$ cat src/rtl/sfsp_pkg.sv
// Shared types, constants and phase tables for the full-step stepper positioner.
// No dependencies; used by every module in rtl/.
package sfsp_pkg;

  localparam int unsigned CYCLE_COUNT_BITS_DEF = 24;
  localparam int unsigned CFG_ADDR_W = 2;
  localparam int unsigned CFG_DATA_W = 16;

  localparam logic [15:0] STEPS_PER_CM_RST = 16'd2968;
  localparam logic [7:0]  STEP_DELAY_RST   = 8'd1;
  localparam logic [7:0]  MAX_POS_RST      = 8'd47;

  typedef enum logic [CFG_ADDR_W-1:0] {
    CFG_STEPS_PER_CM = 2'd0,
    CFG_STEP_DELAY   = 2'd1,
    CFG_MAX_POS      = 2'd2
  } cfg_idx_t;

  typedef enum logic {
    FUNC_TICK = 1'b0,
    FUNC_MOVE = 1'b1
  } func_t;

  typedef struct packed {
    logic       func;
    logic [7:0] target_cm;
    logic       limit_switch_n;
  } in_item_t;

  typedef struct packed {
    logic [3:0] coils;
    logic       busy_res;
    logic [7:0] position_cm;
    logic       stopped_by_limit;
  } out_item_t;

  // command decode handed from the move planner to the top level
  typedef struct packed {
    logic       refuse;
    logic       right;
    logic       zero;
    logic [7:0] tgt;
  } move_plan_t;

  function automatic logic [3:0] phase_coils(input logic right, input logic [1:0] idx);
    logic [3:0] c;
    case (idx)
      2'd0:    c = right ? 4'b1001 : 4'b0110;
      2'd1:    c = 4'b0011;
      2'd2:    c = right ? 4'b0110 : 4'b1001;
      2'd3:    c = 4'b1100;
      default: c = 4'b0000;
    endcase
    return c;
  endfunction

endpackage

$ cat src/rtl/sfsp_move_calc.sv
// Move planner: clamps the target, picks direction, rounds the cycle count.
// Depends on sfsp_pkg.
module sfsp_move_calc #(
  parameter int unsigned CYCLE_COUNT_BITS = sfsp_pkg::CYCLE_COUNT_BITS_DEF
) (
  input  logic [7:0]                  position,
  input  logic [7:0]                  target,
  input  logic [7:0]                  max_pos,
  input  logic [15:0]                 steps_q8,
  output sfsp_pkg::move_plan_t        plan,
  output logic [CYCLE_COUNT_BITS-1:0] cycles
);
  import sfsp_pkg::*;

  localparam int unsigned QW = 17;  // (16b x 8b + 128) >> 8
  localparam int unsigned EW = CYCLE_COUNT_BITS + QW;

  logic [7:0]  tgt;
  logic        right;
  logic [7:0]  diff;
  logic [23:0] prod;
  logic [24:0] rounded;
  logic [QW-1:0] q;
  logic [EW-1:0] q_ext;
  logic [EW-1:0] cap_ext;
  logic          sat;

  always_comb begin
    tgt   = (target > max_pos) ? max_pos : target;
    right = (tgt >= position);
    diff  = right ? (tgt - position) : (position - tgt);
    prod    = {8'd0, steps_q8} * {16'd0, diff};
    rounded = {1'b0, prod} + 25'd128;
    q       = rounded[24:8];
    q_ext   = {{CYCLE_COUNT_BITS{1'b0}}, q};
    cap_ext = {{QW{1'b0}}, {CYCLE_COUNT_BITS{1'b1}}};
    sat     = (q_ext > cap_ext);
    cycles  = sat ? {CYCLE_COUNT_BITS{1'b1}} : q_ext[CYCLE_COUNT_BITS-1:0];

    plan.tgt    = tgt;
    plan.right  = right;
    plan.zero   = (cycles == '0);
    // already at the end in the direction of travel
    plan.refuse = (right && (position >= max_pos)) || (!right && (position == 8'd0));
  end

endmodule

$ cat src/rtl/stepper_full_step_positioner.sv
// Full-step stepper positioner, top level: input stage, state update, result register.
// Each input transfer passes the input register and then the result register; throughput is
// one item per cycle while out_ready stays high.
// The state update and the cycle-count multiply sit between the input and result registers.
// Reset (rst_n low, synchronous): idle, position 0, coils 0000, registers to defaults.
// Depends on sfsp_pkg and sfsp_move_calc.
module stepper_full_step_positioner #(
  parameter int unsigned CYCLE_COUNT_BITS = sfsp_pkg::CYCLE_COUNT_BITS_DEF
) (
  input  logic                          clk,
  input  logic                          rst_n,
  input  logic                          in_valid,
  output logic                          in_ready,
  input  sfsp_pkg::in_item_t            in_data,
  output logic                          out_valid,
  input  logic                          out_ready,
  output sfsp_pkg::out_item_t           out_data,
  input  logic                          cfg_we,
  input  logic [sfsp_pkg::CFG_ADDR_W-1:0] cfg_addr,
  input  logic [sfsp_pkg::CFG_DATA_W-1:0] cfg_wdata
);
  import sfsp_pkg::*;

  localparam int unsigned CB = CYCLE_COUNT_BITS;

  // configuration
  logic [15:0] steps_q8_r;
  logic [7:0]  step_delay_r;
  logic [7:0]  max_pos_r;

  // pipeline
  logic      s1_valid_r, s1_valid_nxt;
  in_item_t  s1_data_r;
  logic      out_valid_r, out_valid_nxt;
  out_item_t out_r, out_nxt;
  logic      advance;

  // positioner state
  logic [7:0]    position_r, position_nxt;
  logic          moving_r, moving_nxt;
  logic          right_r, right_nxt;
  logic [CB-1:0] cycles_r, cycles_nxt;
  logic [1:0]    phase_r, phase_nxt;
  logic [7:0]    delay_r, delay_nxt;
  logic [7:0]    target_r, target_nxt;
  logic          limit_r, limit_nxt;
  logic [3:0]    coil_r, coil_nxt;

  move_plan_t    plan;
  logic [CB-1:0] plan_cycles;
  logic [7:0]    delay_lim;
  logic [7:0]    delay_inc;

  sfsp_move_calc #(.CYCLE_COUNT_BITS(CB)) u_calc (
    .position (position_r),
    .target   (s1_data_r.target_cm),
    .max_pos  (max_pos_r),
    .steps_q8 (steps_q8_r),
    .plan     (plan),
    .cycles   (plan_cycles)
  );

  assign advance   = s1_valid_r && (!out_valid_r || out_ready);
  assign in_ready  = !s1_valid_r || advance;
  assign out_valid = out_valid_r;
  assign out_data  = out_r;

  always_comb begin
    s1_valid_nxt  = in_ready ? in_valid : s1_valid_r;
    out_valid_nxt = advance ? 1'b1 : (out_valid_r && !out_ready);
  end

  always_comb begin
    position_nxt = position_r;
    moving_nxt   = moving_r;
    right_nxt    = right_r;
    cycles_nxt   = cycles_r;
    phase_nxt    = phase_r;
    delay_nxt    = delay_r;
    target_nxt   = target_r;
    limit_nxt    = limit_r;
    coil_nxt     = coil_r;
    delay_lim    = (step_delay_r == 8'd0) ? 8'd1 : step_delay_r;
    delay_inc    = delay_r + 8'd1;

    if (advance) begin
      if (s1_data_r.func == FUNC_MOVE) begin
        if (!moving_r && !plan.refuse) begin
          target_nxt = plan.tgt;
          right_nxt  = plan.right;
          cycles_nxt = plan.zero ? '0 : plan_cycles;
          phase_nxt  = 2'd0;
          delay_nxt  = 8'd0;
          coil_nxt   = 4'b0000;
          limit_nxt  = 1'b0;
          if (plan.zero) begin
            position_nxt = plan.tgt;
          end else begin
            moving_nxt = 1'b1;
          end
        end
      end else if (moving_r) begin
        if (delay_inc < delay_lim) begin
          delay_nxt = delay_inc;
        end else begin
          delay_nxt = 8'd0;
          // cycle boundary: finish when done, abort on a pressed switch
          if ((phase_r == 2'd0) && ((cycles_r == '0) || !s1_data_r.limit_switch_n)) begin
            moving_nxt   = 1'b0;
            position_nxt = target_r;
            coil_nxt     = 4'b0000;
            cycles_nxt   = '0;
            phase_nxt    = 2'd0;
            limit_nxt    = (cycles_r != '0);
          end else begin
            coil_nxt  = phase_coils(right_r, phase_r);
            phase_nxt = phase_r + 2'd1;
            if (phase_r == 2'd3) begin
              cycles_nxt = cycles_r - {{(CB-1){1'b0}}, 1'b1};
            end
          end
        end
      end
    end

    out_nxt = out_r;
    if (advance) begin
      out_nxt.coils            = moving_nxt ? coil_nxt : 4'b0000;
      out_nxt.busy_res         = moving_nxt;
      out_nxt.position_cm      = position_nxt;
      out_nxt.stopped_by_limit = limit_nxt;
    end
  end

  always_ff @(posedge clk) begin
    if (!rst_n) begin
      steps_q8_r   <= STEPS_PER_CM_RST;
      step_delay_r <= STEP_DELAY_RST;
      max_pos_r    <= MAX_POS_RST;
    end else if (cfg_we) begin
      case (cfg_addr)
        CFG_STEPS_PER_CM: steps_q8_r   <= cfg_wdata;
        CFG_STEP_DELAY:   step_delay_r <= cfg_wdata[7:0];
        CFG_MAX_POS:      max_pos_r    <= cfg_wdata[7:0];
        default:          ;
      endcase
    end
  end

  always_ff @(posedge clk) begin
    if (!rst_n) begin
      s1_valid_r  <= 1'b0;
      out_valid_r <= 1'b0;
      position_r  <= 8'd0;
      moving_r    <= 1'b0;
      right_r     <= 1'b0;
      cycles_r    <= '0;
      phase_r     <= 2'd0;
      delay_r     <= 8'd0;
      target_r    <= 8'd0;
      limit_r     <= 1'b0;
      coil_r      <= 4'b0000;
    end else begin
      s1_valid_r  <= s1_valid_nxt;
      out_valid_r <= out_valid_nxt;
      position_r  <= position_nxt;
      moving_r    <= moving_nxt;
      right_r     <= right_nxt;
      cycles_r    <= cycles_nxt;
      phase_r     <= phase_nxt;
      delay_r     <= delay_nxt;
      target_r    <= target_nxt;
      limit_r     <= limit_nxt;
      coil_r      <= coil_nxt;
    end
  end

  // payload registers
  always_ff @(posedge clk) begin
    if (in_ready) begin
      s1_data_r <= in_data;
    end
    out_r <= out_nxt;
  end

  a_idle_coils_off: assert property (@(posedge clk) disable iff (!rst_n)
    (out_valid_r && !out_r.busy_res) |-> (out_r.coils == 4'b0000))
    else $error("coils driven while idle");

  a_phase_only_moving: assert property (@(posedge clk) disable iff (!rst_n)
    (phase_r != 2'd0) |-> moving_r)
    else $error("phase advanced outside a move");

  a_idle_coil_reg: assert property (@(posedge clk) disable iff (!rst_n)
    !moving_r |-> (coil_r == 4'b0000))
    else $error("coil register set while idle");

  a_state_frozen: assert property (@(posedge clk) disable iff (!rst_n)
    !advance |=> ($stable(position_r) && $stable(moving_r) && $stable(cycles_r)))
    else $error("state changed without a transfer");

endmodule

$ cat config.mk
export PLATFORM = sky130hd
export DESIGN_NAME = stepper_full_step_positioner
export DESIGN_NICKNAME = d
export VERILOG_FILES = /design/src/rtl/sfsp_pkg.sv /design/src/rtl/sfsp_move_calc.sv /design/src/rtl/stepper_full_step_positioner.sv
export SDC_FILE = /design/constraint.sdc
export NUM_CORES = 1
export LEC_CHECK = 0
export BUFFER_PORTS_ARGS = -buffer_cell sky130_fd_sc_hd__buf_2
export CORE_MARGIN = 2
export CORE_UTILIZATION = 35
export CTS_BUF_LIST = sky130_fd_sc_hd__clkbuf_8
export DETAILED_ROUTE_END_ITERATION = 10
export SETUP_SLACK_MARGIN = 0.05
export SYNTH_ARGS = -nofsm -noshare
export SYNTH_HDL_FRONTEND = slang
export SYNTH_SLANG_ARGS = --single-unit
$ cat constraint.sdc
create_clock -name clk -period 9.4 [get_ports clk]
set_input_delay 0.94 -clock clk [delete_from_list [all_inputs] [get_ports clk]]
set_output_delay 0.94 -clock clk [all_outputs]
set_load 0.03 [all_outputs]
== After elaboration in Yosys (flattened, before gate mapping) ==
Cells that the tools add are included.
Storage, ports and cells
  register bits: 115
  bits of input ports: 33
  output and inout port bits: 16
  logic and storage cells: 121
Cells by class
  add/subtract/negate cells: 6
  multipliers: 1
  order comparisons: 4
  equal/unequal tests: 7
  multiplexer cells: 49
  reductions and logical operators: 33
Operator list (number)
  two-way mux 24 bit: 6
  two-way mux 8 bit: 14
  two-way mux 4 bit: 8
  adder 24 x 8 -> 25 bit (second input constant): 1
  zero test 24 bit: 1
  multiplier 16 x 8 -> 24 bit: 1
  nonzero test 24 bit: 1
  subtractor 24 x 1 -> 24 bit (second input constant): 1
  zero test 17 bit: 1
  two-way mux 17 bit: 1
  >= comparator 8 bit: 2
  zero test 8 bit: 2
  one-hot mux 4 bit (4 select lines): 1
  subtractor 8 bit: 2
  two-way mux 1 bit: 14
  two-way mux 2 bit: 5
  adder 8 x 1 -> 8 bit (second input constant): 1
  > comparator 8 bit: 1
  < comparator 8 bit: 1
  zero test 1 bit: 7
  equality test 2 bit (second input constant): 3
  logical AND 1 bit: 6
  AND reduction 2 bit: 3
  AND reduction 3 bit: 2
  other kinds (10): 15

== Depth between registers and ports, before layout ==
  depth in word-level cells: 11
  depth in mapped cells: 44
  mapped depth without buffers: 37

== Cells and area by module ==
From an unflattened synthesis, not the netlist that was laid out.
Second synthesis, totals
  cells, all modules: 1352
  area, all modules: 11476.0 µm²
Modules (own cells, without submodules)
  sfsp_move_calc: instances 1, cells an instance 698, area an instance 5871.9 µm², sequential area each 0.0 µm²
  stepper_full_step_positioner: instances 1, cells an instance 654, area an instance 5604.1 µm², sequential area each 2542.4 µm²

== Worst setup path after synthesis ==
OpenSTA, ideal clock, no wires.
  path kind: register to register
  start point: reg s1_data_r[2] in the netlist's numbering
  end point: reg out_r, in the netlist out_data[1] (data pin)
  arrival time: 9036 ps
  data required time: 9146 ps
  slack: 111 ps
  cell stages (with the launch flop): 42
  clock period less this slack: 9289 ps
  cell sequence: edfxtp_1 -> ha_1 -> nor2b_1 -> o211a_1 -> o21a_1 -> nor2_1 -> clkbuf_1 -> nor2_1 -> a21oi_1 -> inv_1 -> ha_1 -> buf_2 -> a21o_1 -> a21oi_1 -> o211ai_1 -> and2_1 -> clkbuf_1 -> buf_2 -> (+6 left out) -> fa_1 -> inv_1 -> fa_1 -> inv_1 -> fa_1 -> inv_1 -> ha_1 -> buf_2 -> a21oi_2 -> o21ai_1 -> a41o_1 -> and2_1 -> or4_4 -> a2111oi_4 -> nand4_4 -> nor2b_4 -> buf_6 -> a21o_1
RTL lines
  from (decl): line stepper_full_step_positioner.sv:33  | in_item_t s1_data_r;
  from (signal assigned): line stepper_full_step_positioner.sv:181  | s1_data_r <= in_data;
  to (signal assigned): line stepper_full_step_positioner.sv:183  | out_r <= out_nxt;
  to (decl): line stepper_full_step_positioner.sv:35  | out_item_t out_r, out_nxt;

==> metrics.md <==
| Metric | Value |
|---|---|
| Root Driver | `clkbuf_8` |
| DR WL/cell | `16.0 um` |
| CTS buffer count | `17` |
| I/O pin cnt | `just under 50` |
| Largest family of logic cells by synthesized area | `adder cells` |
| Area of the mapped netlist | `approximately 11000 um2` |
| Mux cell area share after synthesis | `0.0149` |
| Crit Path Class | `reg2reg` |
| Period utilization | `0.970` |
| Synth top cells by count | `inv_1, nand2_1, ha_1` |
| Startpoint types | `flop` |
| YS warnings | `0` |
| Yosys top cell area share | `0.166` |
| # rows | `64` |
| Most Frequent Cell on Critical Path | `buf_4` |
| Post-synthesis sequential area ratio | `0.231` |
| Synth Area in XOR/XNOR | `0.0223` |
| Via count | `approximately 9300` |
| Fillers | `3169` |
| Status | `completed` |
| Syn_area_per_cell | `approximately 8.5 um2` |
| Hold_buf cts | `0` |
| Simple-gate portion of the synthesized area | `0.224` |
| CP endpoint kind | `flop` |
| GR Util All Layers | `0.172` |
| Crit-path max FO | `8` |
| Flops & latches, synth | `roughly 120` |
| Count leader, synth | `inv_1` |
| Placed cell area | `11800 um2` |
| Post-layout min period | `approximately 9 ns` |
| Detail Route Antenna Nets | `0` |
| Post-synthesis instance total | `~1300` |
| Die extent in x | `around 180 um` |
| Finished Cell Area | `approximately 13000 um2` |
| CP required | `just under 10 ns` |
| Synth async-reset ratio | `0` |
| Synth Area in Compound Gates | `0.168` |
| Post-Synthesis Net Count | `approximately 1500` |
| Final Max Slew Viols | `0` |
| Clk pin slew, worst setup/hold paths | `0.08 ns` |
| Initial Util | `0.358` |
| Num Clock Sinks | `~120` |
| Final HPWL DP | `between 20000 and 25000 um` |
| Layout area overhead | `14.5%` |
| Worst hold path class | `reg2reg` |
| Crit-path slowest cell | `fa_1` |
| Max transition margin | `0.312` |
| Die area | `approximately 33000 um2` |
| Largest net degree at the start of global routing | `48` |
| Drt via density | `roughly 5.2` |
| Iteration-0 DRC Markers | `between 600 and 700` |
| Worst-Skew Late Latency | `around 0.45 ns` |
| CTS H-Tree Depth | `4` |
| Remaining Overflow, GRT | `0` |
| Final setup TNS | `0 ns` |
| Area contributors post-synth | `dfxtp_1, fa_1, ha_1` |
| Drt drc | `0` |
| Final nets | `about 1600` |
| Number of synthesized flops with an enable pin | `24` |
| Initial antenna violation count | `0` |
| Worst hold slack | `between 0.4 and 0.5 ns` |
| Max incr delay on CP | `roughly 0.53 ns` |
| # diodes | `0` |
| Final Hold Viols | `0` |
| Core ar. | `~31000 um2` |
| Adder-Cell Fraction of Synth Area | `0.268` |
| Most used DFF post-synth | `dfxtp_1` |
| Final Wtd Congestion | `0.908` |
| Slew of the pin with the lowest slew margin | `between 1 and 1.5 ns` |
| Area leader, netlist | `dfxtp_1` |
| Port buffer count | `48` |
| TritonCTS clock tree | `yes` |
| Max-Cap Viols | `0` |
| Layout cell share with drive strength beyond 1 | `0.147` |
| Synth unique cells | `81` |
| Fmax | `~110 MHz` |
| Register area | `2540 um2` |
| Clock Tree Buf Depth | `2` |
| Global-route wire length before repair | `~46000 um` |
| Routed WL | `28300 um` |
| CP arrival | `around 9.4 ns` |
| Multi-input gate area | `7890 um2` |
| Vias in the first global route | `about 9100` |
| R2R setup slack | `0.28 ns` |
| TritonRoute pass-1 iters | `5` |
| Setup-failing EPs final | `0` |
| Layout Skew | `approximately 0.013 ns` |
| Die H | `around 180 um` |
==> through the flow <==
stage,setup WS (ns),cells,utilization
after floorplan,0.111,1291,-
after global placement,0.220,1725,0.384
after detailed placement,0.0748,1725,0.384
after CTS,0.0571,1757,0.398
after global routing,-0.0338,1774,0.410
final,0.282,1774,0.410
==> registers in the layout (all words and copies together), names as in the netlist, 8 cells and up <==
register / flops
cycles_r: 24
delay_r: 8
max_pos_r: 8
out_data: 14
position_r: 8
s1_data_r: 10
step_delay_r: 8
steps_q8_r: 16
target_r: 8
==> cell type report <==
cell class              instances  area share
clock buffers                  17      0.0186
multi-input cells             974       0.626
well taps                     396      0.0393
clock inverters                15      0.0143
inverters                     153      0.0456
flip-flops and latches        115       0.202
repair buffers                104      0.0548
==> timing repair <==
item,in CTS,in global routing
resized for setup,0,72
buffers inserted,0,15
setup endpoints to repair,0,23
==> layer usage <==
metal,vias up,GRT usage,share of wire
met1,4530,0.219,0.46
met5,-,0,0
met2,193,0.307,0.50
met4,0,0.0488,0.015
met3,29,0.0206,0.028
li1,4536,-,-
==> cells by family (layout without fill, tap and decap cells) <==
group           after synthesis  after routing
mux                          16             16
compound gates              266            266
flops                       115            115
xor+xnor                     28             28
buf+inv                     202            289
fa+ha+maj                   185            185
simple gates                479            479
==> critical path: cells and delay by family, from the launching register on <==
family,cells,cell delay (ns)
adders and majority gates,7,3.07
AOI/OAI and AO/OA,14,2.81
and+or+nand+nor,8,1.21
buffers and inverters,8,1.21
DFF,1,0.39
xor gates and xnor gates,1,0.32
==> placed cells by master (no fill, tap or decap), types with 9 or more instances in the layout <==
cell	count
fa_1	84
a21o_1	15
nor3_1	15
ha_1	93
nor2b_1	49
nor2_1	84
a22oi_1	12
nor4_1	11
nand3_1	27
and2_1	80
buf_4	48
and3_1	10
xor2_1	19
inv_1	150
mux2i_1	13
nand4_1	11
o21a_1	11
o21ai_0	37
xnor2_1	9
clkbuf_8	17
buf_2	48
o21ai_1	15
a21oi_1	61
nand2b_1	12
dfxtp_1	90
nand2_1	136
edfxtp_1	24
o211ai_1	11
==> worst paths after layout <==
check / startpoint / to / cells after the start
max: s1_data_r[2] / out_data[3] / 38
min: max_pos_r[6] / max_pos_r[6] / 2
max reg2reg: s1_data_r[2] / out_data[3] / 38
min reg2reg: max_pos_r[6] / max_pos_r[6] / 2
Power is not shown: default switching activity piles up to over one toggle a cycle in this logic, so the estimate is an artifact.
